==> src/rtl/racp_ram.sv <==
// Generic single-port-write, registered-read RAM.
module racp_ram #(
	parameter int Width = 8,
	parameter int Depth = 16
) (
	input  logic                     clk,
	input  logic                     we,
	input  logic [$clog2(Depth)-1:0] waddr,
	input  logic [Width-1:0]         wdata,
	input  logic [$clog2(Depth)-1:0] raddr,
	output logic [Width-1:0]         rdata
);
	logic [Width-1:0] mem [Depth];

	always_ff @(posedge clk) begin
		if (we) begin
			mem[waddr] <= wdata;
		end
		rdata <= mem[raddr];
	end
endmodule

==> config.mk <==
export PLATFORM = sky130hd
export DESIGN_NAME = racp_ram
export DESIGN_NICKNAME = d
export VERILOG_FILES = /design/src/rtl/racp_ram.sv
export SDC_FILE = /design/constraint.sdc
export NUM_CORES = 1
export LEC_CHECK = 0
export ABC_AREA = 1
export ABC_CLOCK_PERIOD_IN_PS = 1150
export BUFFER_PORTS_ARGS = -buffer_cell sky130_fd_sc_hd__buf_2
export CORE_ASPECT_RATIO = 1.75
export CORE_MARGIN = 4
export CORE_UTILIZATION = 53
export CTS_CLUSTER_DIAMETER = 60
export CTS_CLUSTER_SIZE = 24
export DETAILED_ROUTE_END_ITERATION = 8
export GPL_TIMING_DRIVEN = 0
export PLACE_DENSITY_LB_ADDON = 0.25
export SETUP_SLACK_MARGIN = 0.1
export SYNTH_ARGS = -nofsm -noshare
export SYNTH_HDL_FRONTEND = slang
export SYNTH_SLANG_ARGS = --single-unit
==> constraint.sdc <==
create_clock -name clk -period 1.15 [get_ports clk]
set_input_delay 0 -clock clk [delete_from_list [all_inputs] [get_ports clk]]
set_output_delay 0 -clock clk [all_outputs]
set_load 0.02 [all_outputs]
Yosys cells after proc, flatten, opt, wreduce, memory -nomap -nowiden
Memories as Yosys holds them, arrays and structs flattened. A register that Yosys moved wholly into a read port is not among the register bits.
Cells that the tools add are included.
- output and inout port bits: 8
- logic and storage cells: 3
- bits in writable memories: 128
- bits in registers: 0
- memories kept: 1
- memory list (memory ; depth ; width ; rd ports ; clocked after Yosys merged registers in ; wr ports ; line ; RTL):
    mem ; 16 ; 8 ; 1 ; 1 ; 1 ; 13 ; logic [Width-1:0] mem [Depth];
- multiplexer cells: 2
- operator list (kind ; number):
    2-to-1 mux 1 bit ; 2

Depth between registers and ports, before layout
Gate-level depths: netlist of run 1.
- depth in word-level cells: 2
- mapped depth: 8
- gate-level depth less buffers: 7

Worst setup path after synthesis of run 1
Ideal clock, no wire load.
- kind: input-to-reg
- from: in waddr[2]
- to: mem mem[10][0], enable pin
- stages on the path: 2
- arrival time: 0.581 ns
- required time: 0.780 ns
- setup time: 0.370 ns
- slack: 0.199 ns
- buffers on the path: 0
- cells stage by stage: nand3b_1 -> nor2_1
- RTL lines (element ; line ; RTL):
    from (decl) ; 8 ; input logic [$clog2(Depth)-1:0] waddr,
    to (decl) ; 13 ;
No word-level cell before the write port.

Worst setup path after layout of run 1
- from: in waddr[0]
- to: mem mem[14][3], enable pin
No word-level cell before the write port.

==> key figures, run 1 <==
Global route
  • Total track usage: 0.240
  • Initial antenna violation count: 0
  • Largest net degree at the start of global routing: 17
  • Total grt overflow: 0
  • Vias in the first global route: 3,804
  • Global-route wire length before repair: 21,400 um

Timing
  • Minimum clock period: 1.02 ns
  • Unrepaired setup endpoints after global routing: yes
  • Max Slew Vio Count: 0
  • Worst-margin pin slew: 0.907 ns
  • Final setup violation count: 0
  • FMAX: 0.977 GHz
  • Layout Skew: 0.00346 ns
  • WHS: 0.0198 ns
  • Period utilization: 0.890
  • Hold Fails Final Rpt: 0
  • Rel. slew slack: 0.393

Min path
  • Worst min-delay path class: in -> reg

Floorplan
  • Core box area: 0.0107 mm^2
  • Chip height: 146 um
  • I/O pins: 26
  • Initial core utilization: 0.539
  • Die area: 0.0127 mm^2
  • Die width: 86.9 um
  • FP Rows: 50

Critical path
  • Biggest cell delay along the critical path: 0.74 ns
  • Startpoint types: input port
  • Setup CP Type: in -> reg
  • Critical-path top delay cell: nor2_1
  • CP endpoint kind: flop
  • CP delay by family, top: simple AND/OR/NAND/NOR gates
  • CP cell instances: buf_2 > inv_1 > nand2_1 > nor2_1
  • Critical Path RT: 1.19 ns
  • Critical path fanouts, max: 8
  • Worst Path Buf+Inv: 2
  • Worst EP arrival: 1.06 ns

Placement
  • Port bufs: 22
  • GPL Wtd Cong: 1.02
  • Placed cell area: 0.00604 mm^2
  • Detailed Place HPWL: 9730 um

Synthesis
  • Syn Std Cell Area: 0.00577 mm^2
  • Post-synthesis cell type count: 12
  • Cell count after synthesis: 551
  • Yosys reg bits: 136
  • Sequential-to-total area share from yosys stat: 0.694
  • Syn avg cell area: 10.5 um^2
  • Yosys warns: 0
  • Post-Syn Nets: 569

Final layout
  • Share of layout cells above drive strength 1: 0.137
  • Fin area: 0.00669 mm^2
  • P&R area growth vs syn: 16.0%
  • # fillers: 844
  • N_diodes: 0
  • Nets: 611

CTS
  • Clock Latency Late Sink: 0.42 ns
  • Clk slew on worst S/H paths: 0.06 ns
  • Clock Tree Root: clkbuf_16
  • Clock Sinks: 136
  • H-tree depth: 4
  • Setup Buffers After CTS: 0
  • CTS Buf Count: 17
  • Bufs on Longest Clock Path: 2
  • CTS tree: done

Detailed routing
  • DR pass1 iterations: 5
  • DRT antenna net count: 0
  • Routed len/inst: 19.2 um
  • Via density: 5.33
  • DRC: 0
  • Drt initial violations: 370
  • Routed via count: 3,921
  • Routed Wire Length: 14,100 um

Pwr
  • Leak Pwr: 0.00292 uW
  • Sequential share of power: 0.467
  • Combinational share of power: 0.065
  • Total power: 11,900 uW
  • Pwr dens: 1780 mW/mm^2
  • Worst IR Drop VDD: 1.93 mV
  • Net Sw Frac: 0.216
  • Psw: 2580 uW
  • Internal power: 9350 uW
  • Clock power frac: 0.468

Job
  • Max-cap violations: 0

Status
  • Status: completed
==> cell families after synthesis <==
logic type,after synthesis,share of synthesized area
flip-flops,136,0.694
AND/OR/NAND/NOR,289,0.210
buffers and inverters,126,0.0952
==> power by group through the flow <==
stage | clock network (uW) | registers (uW) | logic (uW)
after floorplan | 0 | 5710 | 391
after CTS | 5620 | 5570 | 761
after global routing | 5900 | 5580 | 838
after global placement | 0 | 5670 | 740
final | 5580 | 5570 | 770
after detailed placement | 0 | 5670 | 755
==> layer usage <==
layer | global-route usage | vias up | share of wire
met1 | 0.264 | 1870 | 0.35
met5 | 0 | - | 0
li1 | - | 1861 | -
met4 | 0.130 | 0 | 0.052
met3 | 0.0436 | 44 | 0.048
met2 | 0.425 | 146 | 0.55
==> Yosys cell counts <==
cell type	n	area, um^2
nand2_1	173	649
edfxtp_1	128	3840
inv_1	100	375
nand3_1	97	485
nor2_1	17	63.8
buf_2	13	65.1
dfxtp_1	8	160
buf_6	6	67.6
buf_4	4	30.0
inv_2	2	7.51
nand3b_1	2	15.0
buf_1	1	3.75
==> worst paths after layout <==
path | startpoint | to | slack (ns) | depth (start not counted)
max | waddr[0] | mem[14][3] | 0.13 | 4
min | wdata[6] | mem[6][6] | 0.02 | 1
min reg2reg | mem[12][2] | rdata[2] | 0.65 | 6
max reg2reg | mem[13][0] | rdata[0] | 0.14 | 6
==> registers in the layout (all words and copies together), names as in the netlist <==
register,count
rdata,8
mem,128
==> timing repair <==
action	in CTS	in global routing
gates resized for setup	0	8
hold buffers	1	0
endpoints found under the setup margin	0	19
hold endpoints to repair	3	0
==> stage by stage <==
| step | setup TNS (ns) | util | setup WS, ns | cells |
|---|---|---|---|---|
| after detailed placement | -25.59 | 0.565 | -0.304 | 703 |
| after floorplan | 0 | - | 0.199 | 551 |
| after global placement | -20.12 | 0.565 | -0.289 | 703 |
| final | 0 | 0.625 | 0.126 | 735 |
| after CTS | 0 | 0.622 | 0.112 | 735 |
| after global routing | 0 | 0.625 | 0.0670 | 735 |
==> worst register-to-register path: cells and delay by family, from the launching register on <==
kind | cells | cell delay, ns
buffers and inverters | 1 | 0.07
AND/OR/NAND/NOR | 5 | 0.46
flip-flops | 1 | 0.35
==> cells in the final DEF (no fill, tap or decap), types with 5 or more instances in the layout <==
master and count:
buf_2 35, buf_6 6, clkbuf_16 17, dfxtp_1 8
edfxtp_1 128, inv_1 100, nand2_1 173, nand3_1 92
nand3_2 5, nor2_1 15
==> area by class of cell <==
type / instances / area (um^2) / share of cell area
Multi-Input combinational cell: 289 / 1240 / 0.186
Tap cell: 130 / 163 / 0.0243
Inverter: 102 / 383 / 0.0572
Buffer: 24 / 168 / 0.0251
Sequential cell: 136 / 4000 / 0.599
Clock buffer: 17 / 425 / 0.0636
Clock inverter: 14 / 183 / 0.0273
Timing Repair Buffer: 23 / 120 / 0.0180
(Power assumes the default switching activity.)
==> run 2, diff against run 1 <==
ABC_CLOCK_PERIOD_IN_PS = 1200   (was 1150)
CORE_MARGIN = not set   (was 4)
clock period = 1.2 ns   (was 1.15 ns; I/O delays follow)
==> run 2 against run 1 <==
Design area about the same; clock power down 3.8%; sequential share of layout area about the same; combinational power down 3.1%; power down 4.0%; clock-buffer cell count up 1; critical endpoint is now mem[7][7]; sequential power down 4.1%; die area down 11%; routed wire length up 1.6%.
==> key figures, run 2 (synthesized netlist as in run 1, its figures left out) <==
Status
  • Status: completed

Floorplan
  • Core box area: 0.0106 mm^2 (-0.59%)
  • FP Rows: 50 (unchanged)
  • Die width: 80.9 um (-6.9%)
  • Initial core utilization: 0.542 (+0.00317)
  • I/O pins: 26 (unchanged)
  • Chip height: 140 um (-4.1%)
  • Die area: 0.0113 mm^2 (-11%)

Timing
  • Period utilization: 0.902
  • Max Slew Vio Count: 0 (unchanged)
  • Rel. slew slack: 0.384 (-0.00931)
  • Hold Fails Final Rpt: 0 (unchanged)
  • Unrepaired setup endpoints after global routing: yes
  • Setup tns final: 0 ns (unchanged)
  • Final setup violation count: 0 (unchanged)
  • FMAX: 0.924 GHz
  • Worst-margin pin slew: 0.921 ns (+0.0139 ns)
  • WHS: 0.0175 ns (-0.00223 ns)
  • Layout Skew: 0.00318 ns (-0.000281 ns)
  • Minimum clock period: 1.08 ns

Detailed routing
  • Routed Wire Length: 14,400 um (+1.6%)
  • DRT antenna net count: 0 (unchanged)
  • DR pass1 iterations: 5 (unchanged)
  • Routed len/inst: 19.5 um (+1.3%)
  • Routed via count: 3,936 (+0.38%)
  • Drt initial violations: 350 (-5.4%)
  • Via density: 5.34 (+0.11%)
  • DRC: 0 (unchanged)

CTS
  • Clock Latency Late Sink: 0.42 ns (about the same)
  • Clock Sinks: 136 (unchanged)
  • Setup Buffers After CTS: 0 (unchanged)
  • Clock Tree Root: clkbuf_16
  • H-tree depth: 4 (unchanged)
  • Bufs on Longest Clock Path: 2 (unchanged)
  • CTS tree: done
  • CTS Buf Count: 17 (unchanged)
  • Clk slew on worst S/H paths: 0.06 ns (about the same)

Critical path
  • CP cell instances: buf_2 > nand3b_1 > nor2_1
  • Biggest cell delay along the critical path: 0.75 ns (about the same)
  • Worst EP arrival: 1.12 ns (+0.06 ns)
  • Startpoint types: input port
  • Critical Path RT: 1.24 ns (+0.05 ns)
  • Critical path fanouts, max: 8 (unchanged)
  • Critical-path top delay cell: nor2_1
  • CP endpoint kind: flop
  • Setup CP Type: in -> reg

Placement
  • Detailed Place HPWL: 9810 um (+0.78%)
  • GPL Wtd Cong: 0.957 (-5.9%)
  • Port bufs: 22 (unchanged)
  • Placed cell area: 0.00604 mm^2 (unchanged)
  • Cells after DPL: 703 (unchanged)

Pwr
  • Worst IR Drop VDD: 1.58 mV (-18%)
  • Pwr dens: 1710 mW/mm^2 (-4.0%)
  • Leak Pwr: 0.00292 uW (-0.12%)

Final layout
  • Biggest register: mem
  • Max FFs per register: 128 (unchanged)
  • Share of layout cells above drive strength 1: 0.129 (-0.00869)
  • Nets: 612 (+0.16%)
  • Fin area: 0.00669 mm^2 (about the same)
  • Most common cell after layout, fill and taps aside: nand2_1
  • Non-Filler Instances: 737 (+0.27%)
  • Most frequent cells in the layout: nand2_1 (172), edfxtp_1 (128), inv_1 (100)
  • Largest registers: mem (128), rdata (8)
  • P&R area growth vs syn: 16.0% (about the same)
  • N_diodes: 0 (unchanged)

Global route
  • Total grt overflow: 0 (unchanged)
  • Vias in the first global route: 3,906 (+2.7%)
  • Largest net degree at the start of global routing: 17 (unchanged)
  • Global-route wire length before repair: 21,700 um (+1.1%)
  • Total track usage: 0.284 (+0.0434)
  • Initial antenna violation count: 0 (unchanged)

Min path
  • Worst min-delay path class: in -> reg

Job
  • Max-cap violations: 0 (unchanged)
[run 2: cell count changes in the layout (fill, tap and decap cells not counted), sizes merged]
cell,delta
dlygate4sd3,+1
buf,+1
[run 2: layout make-up]
class | count | area (um^2)
fillers | 842 | 3950
inverters | 102 | 383
plain buffers | 24 | 166
repair buffers | 24 | 130
clock inverters | 14 | 181
clock buffers | 18 | 429
well taps | 130 | 163
flip-flops and latches | 136 | 4000
multi-input cells | 289 | 1230
[run 2: power by group]
| group | total [uW] | internal (uW) | switching (uW) | leakage, uW |
|---|---|---|---|---|
| Sequential | 5340 | 5310 | 26.4 | 0.00122 |
| Combinational | 746 | 210 | 536 | 0.00140 |
| Clock | 5370 | 3450 | 1920 | 0.000290 |
[run 2: worst paths after layout]
path / slack (ns) / from / endpoint / cells past startpoint
setup reg to reg: 0.12 / mem[3][6] / rdata[6] / 6
hold / removal: 0.02 / raddr[2] / rdata[1] / 4
setup / recovery: 0.12 / waddr[3] / mem[7][7] / 3
hold reg to reg: 0.70 / mem[4][1] / rdata[1] / 6
[run 2: per-layer routing]
metal | global-route usage | part of all wire
met2 | 0.465 | 0.51
met3 | 0.0678 | 0.055
met4 | 0.212 | 0.076
met1 | 0.310 | 0.36
met5 | 0 | 0
[run 2: stage by stage]
stage                     utilization  setup slack, ns  total power, uW
after floorplan                     -            0.249             5850
after global placement          0.568           -0.246             6150
after CTS                       0.626            0.141            11400
after detailed placement        0.568           -0.302             6160
after global routing            0.629           0.0925            11700
final                           0.629            0.117            11400
[run 2: worst max-delay path, delay by kind of cell]
family / cells / cell delay [ns]
and+or+nand+nor: 2 / 1.00
buffers and inverters: 1 / 0.12
[run 2: timing repair]
action | CTS | global route
setup endpoints to repair | 0 | 3
hold buffers | 1 | 1
gates resized for setup | 0 | 4
endpoints found under the hold margin | 13 | 2
==> run 3, diff against run 2 <==
ABC_CLOCK_PERIOD_IN_PS = 900   (was 1200)
CAP_MARGIN = 20   (was not set)
clock period = 0.9 ns   (was 1.2 ns; I/O delays follow)
==> run 3 against run 2 <==
The run now ends with setup timing left; highest routed layer unchanged; first-iteration DRC count is 19% lower; register-to-register slack worse by 0.19 ns; clock-buffer cell count grew 3; via count shrank 0.99%; hold slack about the same.
==> key figures, run 3 (synthesized netlist as in run 1, its figures left out) <==
Critical path
  • Startpoint types: flop
  • CP cell instances: nand2_1 > nand2_2 > nand2_1 > nand3_2 > nand3_2 > nand2_1
  • Setup crit start: mem[6][7]
  • Critical path fanouts, max: 1 (-7)
  • Setup slack, reg-to-reg: -0.07 ns (-0.19 ns)
  • RR Startpoint: mem[6][7]
  • Setup CP Type: reg -> reg
  • CP delay by family, top: simple AND/OR/NAND/NOR gates
  • Worst Path Buf+Inv: 0 (-1)
  • Top cell by count, worst path: nand2_1
  • Biggest cell delay along the critical path: 0.36 ns (-0.39 ns)
  • Critical-path top delay cell: edfxtp_1
  • CP endpoint kind: flop
  • Worst EP arrival: 1.27 ns (+0.15 ns)
  • Critical Path RT: 1.20 ns (-0.04 ns)

Global route
  • Initial antenna violation count: 0 (unchanged)
  • Total track usage: 0.271 (-0.0128)
  • Global-route wire length before repair: 21,200 um (-2.0%)
  • Vias in the first global route: 3,888 (-0.46%)
  • Total grt overflow: 0 (unchanged)
  • Largest net degree at the start of global routing: 17 (unchanged)

Placement
  • Dpl ws: -0.576 ns (-0.274 ns)
  • Port bufs: 22 (unchanged)
  • GPL Wtd Cong: 0.920 (-3.9%)
  • Detailed Place HPWL: 9100 um (-7.3%)
  • Cells after DPL: 703 (unchanged)

Pwr
  • Total power: 14,400 uW (+26%)
  • Pwr dens: 2040 mW/mm^2 (+19%)
  • Leak Pwr: 0.00302 uW (+3.5%)
  • Worst IR Drop VDD: 2.79 mV (+77%)

Detailed routing
  • Via density: 5.24 (-1.9%)
  • DR pass1 iterations: 5 (unchanged)
  • Drt initial violations: 284 (-19%)
  • Routed len/inst: 18.8 um (-3.5%)
  • DRT antenna net count: 0 (unchanged)
  • Routed Wire Length: 14,000 um (-2.5%)
  • Routed via count: 3,897 (-0.99%)
  • DRC: 0 (unchanged)

CTS
  • H-tree depth: 4 (unchanged)
  • CTS Buf Count: 17 (unchanged)
  • Bufs on Longest Clock Path: 2 (unchanged)
  • Clk slew on worst S/H paths: 0.06 ns (about the same)
  • CTS tree: done
  • Clock Tree Root: clkbuf_16
  • Clock Latency Late Sink: 0.41 ns (about the same)
  • Clock Sinks: 136 (unchanged)

Timing
  • Setup ws final: -0.0731 ns (-0.190 ns)
  • Max Slew Vio Count: 0 (unchanged)
  • Minimum clock period: 0.973 ns
  • Worst-margin pin slew: 0.493 ns (-0.428 ns)
  • Period utilization: 1.08
  • Rel. slew slack: 0.671 (+0.287)
  • Hold Fails Final Rpt: 0 (unchanged)
  • Layout Skew: 0.00578 ns (+0.00260 ns)
  • Final setup violation count: 8 (+8)
  • Unrepaired setup endpoints after global routing: yes
  • FMAX: 1.03 GHz

Min path
  • Hold path start: wdata[5]
  • Worst min-delay path class: in -> reg

Job
  • Max-cap violations: 0 (unchanged)

Final layout
  • # fillers: 830 (-1.4%)
  • Max FFs per register: 128 (unchanged)
  • N_diodes: 0 (unchanged)
  • Biggest register: mem
  • Share of layout cells above drive strength 1: 0.233 (+0.104)
  • Largest registers: mem (128), rdata (8)
  • Most frequent cells in the layout: nand2_1 (167), edfxtp_1 (128), inv_1 (99)
  • Non-Filler Instances: 744 (+0.95%)
  • Nets: 619 (+1.1%)
  • Most common cell after layout, fill and taps aside: nand2_1
  • P&R area growth vs syn: 22.9%

Floorplan
  • Die width: 80.9 um (unchanged)
  • Core box area: 0.0106 mm^2 (unchanged)
  • I/O pins: 26 (unchanged)
  • Chip height: 140 um (unchanged)
  • Die area: 0.0113 mm^2 (unchanged)
  • Initial core utilization: 0.542 (unchanged)
  • FP Rows: 50 (unchanged)

Status
  • Failing checks: setup timing
  • Status: finished with violations
[run 3: cell count changes in the layout (fill, tap and decap cells not counted), sizes merged]
| cell | before | now |
|---|---|---|
| clkbuf | 18 | 21 |
| bufinv | 4 | 1 |
| buf | 46 | 53 |
[run 3: metal layers]
layer  GRT usage  up-vias  share of wire
li1            -     1878              -
met1       0.320     1846           0.38
met2       0.444      133           0.53
met3      0.0638       40          0.045
met4       0.153        0          0.045
met5           0        -              0
[run 3: area by class of cell]
| cell class | instances | area, um^2 | area share |
|---|---|---|---|
| Buffer | 24 | 166 | 0.0235 |
| Tap cell | 130 | 163 | 0.0229 |
| Multi-Input combinational cell | 289 | 1520 | 0.215 |
| Sequential cell | 136 | 4010 | 0.566 |
| Clock buffer | 21 | 440 | 0.0621 |
| Timing Repair Buffer | 31 | 320 | 0.0452 |
| Clock inverter | 11 | 82.6 | 0.0116 |
| Inverter | 102 | 383 | 0.0540 |
[run 3: path summary, 6_finish.rpt]
kind                             endpoint  cells after the start
worst max register to register   rdata[7]                      6
worst min-delay path            mem[2][5]                      1
worst min register to register   rdata[4]                      6
worst max-delay path             rdata[7]                      6
[run 3: timing repair]
item / 4_1_cts / 5_1_grt
hold buffers: 2 / 0
gates resized for setup: 62 / 24
endpoints found under the setup margin: 118 / 111
setup buffers: 0 / 7
hold endpoints to repair: 27 / 0
pin swaps: 14 / 19
[run 3: metrics by stage]
step	setup TNS, ns	cell area (um^2)	util	hold slack (ns)
final	-0.375	7090	0.667	0.0174
after global routing	-0.875	7090	0.667	0.000659
after CTS	-0.356	6840	0.643	0.00436
after detailed placement	-50.00	6070	0.570	0.416
after global placement	-46.77	6070	0.570	0.412
after floorplan	-1.78	5790	-	0.0989
[run 3: power by group]
part	internal, uW	switching [uW]
combinational	380	776
clock	3740	2420
sequential	7090	44.7
total	11200	3240
[run 3: worst reg2reg max path, delay by kind of cell, from the launching register on]
family | cells | cell delay, ns
simple gates | 6 | 0.50
flops | 1 | 0.36
